==> src/design/bta_pkg.sv <==
`timescale 1ns / 1ps
// ----------------------------------------------------------------------------
// bta_pkg
// Shared widths, register indexes, reset values and the command/status
// structs that join the controller and the datapath.
// ----------------------------------------------------------------------------
package bta_pkg;

   localparam int DEFAULT_MAX_SIDE = 2048;

   localparam int CFG_W   = 12;
   localparam int PIXEL_W = 8;
   localparam int COUNT_W = 11;
   localparam int TOTAL_W = 21;
   localparam int CSR_IDX_W = 2;

   localparam int unsigned COUNT_MAX = (1 << COUNT_W) - 1;
   localparam int unsigned TOTAL_MAX = (1 << TOTAL_W) - 1;

   localparam logic [CFG_W-1:0] FRAME_WIDTH_RESET  = CFG_W'(1024);
   localparam logic [CFG_W-1:0] FRAME_HEIGHT_RESET = CFG_W'(1024);
   localparam logic             ORIENTATION_RESET  = 1'b0;

   typedef enum logic [CSR_IDX_W-1:0] {
      REG_FRAME_WIDTH  = 2'd0,
      REG_FRAME_HEIGHT = 2'd1,
      REG_ORIENTATION  = 2'd2
   } bta_reg_type;

   // controller -> datapath
   typedef struct packed {
      logic take;      // accept the pixel on the input
      logic div_step;  // one quotient bit of the end-of-frame divide
      logic rsp_load;  // move the result into the output register
   } bta_cmd_type;

   // datapath -> controller
   typedef struct packed {
      logic last;      // current position is the frame's last pixel
   } bta_status_type;

endpackage

==> src/design/bta_controller.sv <==
`timescale 1ns / 1ps
// ----------------------------------------------------------------------------
// bta_controller
// Sequences pixel intake, the end-of-frame divide and the output word
// handshake.
// ----------------------------------------------------------------------------
module bta_controller #(
   parameter int MAX_SIDE = bta_pkg::DEFAULT_MAX_SIDE
) (
   input  logic                    clock,
   input  logic                    reset,
   input  logic                    req_valid,
   output logic                    req_stall,
   output logic                    rsp_valid,
   input  logic                    rsp_stall,
   input  bta_pkg::bta_status_type status,
   output bta_pkg::bta_cmd_type    cmd
);
   import bta_pkg::*;

   localparam int NUM_W = 2 * $clog2(MAX_SIDE) + 2;
   localparam int CNT_W = $clog2(NUM_W);

   typedef enum logic [1:0] {
      ST_RUN,
      ST_DIV,
      ST_SEND
   } state_type;

   state_type        state_ff, state_in;
   logic [CNT_W-1:0] cnt_ff, cnt_in;
   logic             rsp_valid_ff, rsp_valid_in;
   logic             slot_free;

   assign slot_free = !rsp_valid_ff || !rsp_stall;

   always_comb begin
      state_in     = state_ff;
      cnt_in       = cnt_ff;
      cmd          = '0;
      rsp_valid_in = rsp_valid_ff && rsp_stall;
      unique case (state_ff)
         ST_RUN: begin
            cmd.take = req_valid;
            if (req_valid && status.last) begin
               state_in = ST_DIV;
               cnt_in   = '0;
            end
         end
         ST_DIV: begin
            cmd.div_step = 1'b1;
            cnt_in       = cnt_ff + CNT_W'(1);
            if (cnt_ff == CNT_W'(NUM_W - 1)) state_in = ST_SEND;
         end
         ST_SEND: begin
            if (slot_free) begin
               cmd.rsp_load = 1'b1;
               rsp_valid_in = 1'b1;
               state_in     = ST_RUN;
            end
         end
         default: state_in = ST_RUN;
      endcase
   end

   always_ff @(posedge clock) begin
      if (reset) begin
         state_ff     <= ST_RUN;
         cnt_ff       <= '0;
         rsp_valid_ff <= 1'b0;
      end else begin
         state_ff     <= state_in;
         cnt_ff       <= cnt_in;
         rsp_valid_ff <= rsp_valid_in;
      end
   end

   assign req_stall = state_ff != ST_RUN;
   assign rsp_valid = rsp_valid_ff;

endmodule

==> config.mk <==
export PLATFORM = sky130hd
export DESIGN_NAME = bta_controller
export DESIGN_NICKNAME = d
export VERILOG_FILES = /design/src/design/bta_pkg.sv /design/src/design/bta_controller.sv
export SDC_FILE = /design/constraint.sdc
export NUM_CORES = 1
export LEC_CHECK = 0
export BUFFER_PORTS_ARGS = -buffer_cell sky130_fd_sc_hd__clkbuf_2
export CORE_AREA = 10 10 47 49
export DETAILED_ROUTE_END_ITERATION = 7
export DIE_AREA = 0 0 57 59
export SETUP_SLACK_MARGIN = 0.05
export SLEW_MARGIN = 20
export SYNTH_ARGS = -nofsm -noshare
export SYNTH_HDL_FRONTEND = slang
export SYNTH_SLANG_ARGS = --single-unit
==> constraint.sdc <==
create_clock -name clock -period 1.2 [get_ports clock]
set_clock_uncertainty 0.1 [all_clocks]
set_input_delay 0.06 -clock clock [delete_from_list [all_inputs] [get_ports clock]]
set_output_delay 0.06 -clock clock [all_outputs]
set_load 0.02 [all_outputs]
### After elaboration in Yosys (flattened, before gate mapping)

Index checks and enable logic that the tools add are counted.

* $add $sub $neg: 1
* eq/ne operators: 6
* muxes and demuxes: 12
* reductions and logical operators: 10

Operators with widths (count)
* $pmux 5 s2: 1
* $mux 1: 6
* $mux 2: 3
* $ne 2x2->1 const B: 3
* $pmux 2 s3: 1
* $add 5x1->5 const B: 1
* $eq 5x5->1 const B: 1
* $mux 5: 1
* $reduce_bool 2->1: 2
* $reduce_and 3->1: 1
* $eq 2x1->1 const B: 1
* $eq 2x2->1 const B: 1
* $logic_and 1x1->1: 2
* $logic_not 1->1: 2
* $logic_not 2->1: 1
* $reduce_and 2->1: 1
* $logic_or 1x1->1: 1

* register bits after elaboration: 8

### Depth between registers and ports, before layout

* depth after elaboration: 4
* gate-level depth with buffers: 5
* mapped depth without buffers: 4

### Worst setup path before layout

OpenSTA, ideal clock, no wires.

* kind: register -> register
* start point: reg cnt_ff[0]
* end point: reg cnt_ff[4]
* data arrival time: 1.130 ns
* setup slack: -0.100 ns
* stages on the path, launching flop included: 5
* path buffers: 0
* clock period less this slack: 1.300 ns
* path through: dfxtp_1 ha_1 nand3_1 or4_1 a21oi_1

* longest elaborated chain between the ends: 2

Ends and longest elaborated chain
* start, declared: RTL line bta_controller.sv:31 `logic [CNT_W-1:0] cnt_ff, cnt_in;`
* start signal, assigned: RTL line bta_controller.sv:73 `cnt_ff <= cnt_in;`
* $add 5x1->5: RTL line bta_controller.sv:52 `cnt_in = cnt_ff + CNT_W'(1);`
* $pmux 5 s2: RTL line bta_controller.sv:42 `unique case (state_ff)`

No other way between the ends.
A chain may end at the register's enable or synchronous reset.

==> flow_summary.toml <==
[clock_network]
clk_pin_slew_ns = 0.05
cts_tree = "built"
clk_path_buf_depth = 2
cts_root_buf = "clkbuf_4"
cts.sinks = 8
htree_levels = 1
clk_latency_ns = 0.25
cts_buffers = 3

[sta]
setup_violations = 7
final-max-slew-violation-count = 0
rsz0062_at_grt = "yes"
slew_headroom_pct = 86.3
fin_crit_sh_pct = 109
clock.fmax_mhz = 764
finalHoldViolations = 0
worstMarginPinSlew_ns = 0.204
fin_ws_ns = -0.109
period_minus_slack_ns = 1.31

[placed_design]
io_buffers = 9
dp_cells = 75
place.gp.congestion = 0.665
pre_cts_ws_ns = -0.0697
hpwlAfterDp_um = 757

[worst_hold_path]
min_path_type = "in -> reg"

[cells_and_area]
drive_above_1_share_pct = 62.5
stdcell_count = 88
num-nets-final = 80
num_antenna_cells = 0
area_growth_pct = 87.2

[yosys]
netlist_top_cells_area = "dfxtp_1 (41%), a21oi_1 (8.9%), nand2b_1 (4.8%), o31ai_1 (3.8%), or4_1 (3.8%)"
synth_most_common_cell = "dfxtp_1"
ys_types = 24
synth_top_cell_by_area = "dfxtp_1"
synth_top_area_share_pct = 40.9
syn-mean-instance-area_um2 = 8.33
synth_cells = 47
yosysSeqAreaShare_pct = 40.9
syn_area_um2 = 392
synth_nets = 53
synth-seq-cells = 8
synth_edf_count = 0
synth_common_cells = "dfxtp_1 (8), a21oi_1 (7), nand2_1 (3), nand2b_1 (3), nor2_1 (3)"
ys.flop_type = "dfxtp_1"
async_flop_share_pct = 0
yosysWarnings = 0

[routing]
routed_wl_mm = 1.36
first_iter_violations = 7
drc_errors = 0
firstDrtPassIters = 4
vias_per_cell = 5.08
final_antenna_net_count = 0
avgRoutedWirePerCell_um = 15.4
vias = 447

[power]
switching_share_pct = 26.2
cellPowerDensity_mw_per_mm2 = 843
power.switching_mw = 0.162
power_frac_seq_pct = 44.3
p_int_mw = 0.456
vdd_ir_drop_max_v = 0.000605
pwr-share-comb_pct = 22.8
power_leakage_nw = 0.286
p_clk_share_pct = 32.9

[run]
cap_violations = 0

[floorplanning]
fp.dieH_um = 59
die_x_um = 57
rows = 14
die-area_mm2 = 0.00336
pin_count = 10
start_util_pct = 27.9
core-area_mm2 = 0.00140

[worst_setup_path]
endpoint_kind = "output pin"
crit_arrival_ns = 1.15
cp_max_fo = 3
worstSetupPathType = "reg -> out"
cp-start-kind = "register"
worstPathRequired_ns = 1.04

[global_route]
grt_max_degree = 7
grt_pass1_vias = 453
grt_pass1_wl_mm = 2.11
grt_remaining_overflow = 0
antenna_found_initial = 0
track_usage_pct = 7.94

[outcome]
violations = "setup timing"
run_status = "finished with violations"
==> state kept, by name, indices dropped and copies added (netlist names) <==
signal	flops
cnt_ff	5
state_ff	2
rsp_valid	1
==> cells by family after synthesis <==
| kind of cell | share of synthesized area, % |
|---|---|
| compound gates | 23.0 |
| fa+ha+maj | 3.19 |
| buf+inv | 5.11 |
| flops | 40.9 |
| simple gates | 27.8 |
==> final timing paths <==
check / start / end / slack [ns] / depth (start not counted)
setup / recovery: state_ff[0] / cmd[2] / -0.11 / 4
hold / removal: status / cnt_ff[2] / 0.16 / 4
setup reg to reg: cnt_ff[0] / cnt_ff[4] / -0.07 / 4
hold reg to reg: state_ff[1] / state_ff[0] / 0.38 / 1
==> stage by stage <==
stage	TNS [ns]	utilization (%)	total power, mW	cell area (um^2)	hold slack [ns]
floorplan	-0.0390	-	0.337	423	0.0217
global placement	-0.0340	36.6	0.372	513	0.206
detailed placement	-0.0697	36.6	0.374	513	0.218
CTS	-0.372	50.2	0.619	703	0.164
global route	-0.766	52.3	0.650	733	0.167
finish	-0.480	52.3	0.618	733	0.163
==> worst max-delay path, stage by stage (launching register included) <==
cell,delay [ns]
dfxtp_2,0.33
buf_6,0.12
or2_4,0.25
nor2_4,0.09
buf_8,0.11
==> routing by layer <==
metal	global-route usage, %	vias up	share of wire, %
met5	0	-	0
met2	14.7	8	58
li1	-	219	-
met3	2.58	4	3.7
met1	7.34	216	37
met4	5.03	0	1.3
==> layout make-up <==
class | instances | area, um^2
flip-flops and latches | 8 | 176
multi-input cells | 35 | 295
repair buffers | 24 | 211
well taps | 16 | 20.0
fillers | 132 | 668
inverters | 2 | 7.51
clock buffers | 3 | 22.5
==> cell usage in the layout, fill, tap and decap left out, drive strengths merged, types with 2 or more instances in the layout <==
cell / Yosys / routed
buf: 1 / 14
clkbuf: 1 / 11
a21oi: 8 / 8
dfxtp: 8 / 8
nand2b: 3 / 3
nand2: 3 / 3
nor2: 3 / 3
nand3: 2 / 2
o31ai: 2 / 2
or4: 2 / 2
dlygate4sd3: 0 / 2
inv: 2 / 2
o21ai: 2 / 2
==> what timing repair did <==
item | 4_1_cts | 5_1_grt
hold buffers | 2 | 0
buffers inserted | 6 | 2
resized for setup | 25 | 6
endpoints found under the hold margin | 5 | 0
pin swaps | 8 | 6
setup endpoints to repair | 9 | 11
==> power groups by stage <==
stage          sequential, mW  combinational (mW)  clock, mW
2_1_floorplan           0.285              0.0517          0
3_3_place_gp            0.284              0.0877          0
3_5_place_dp            0.284              0.0896          0
4_1_cts                 0.275               0.131      0.213
5_1_grt                 0.274               0.151      0.225
6_report                0.274               0.141      0.203
(Power assumes the default switching activity.)
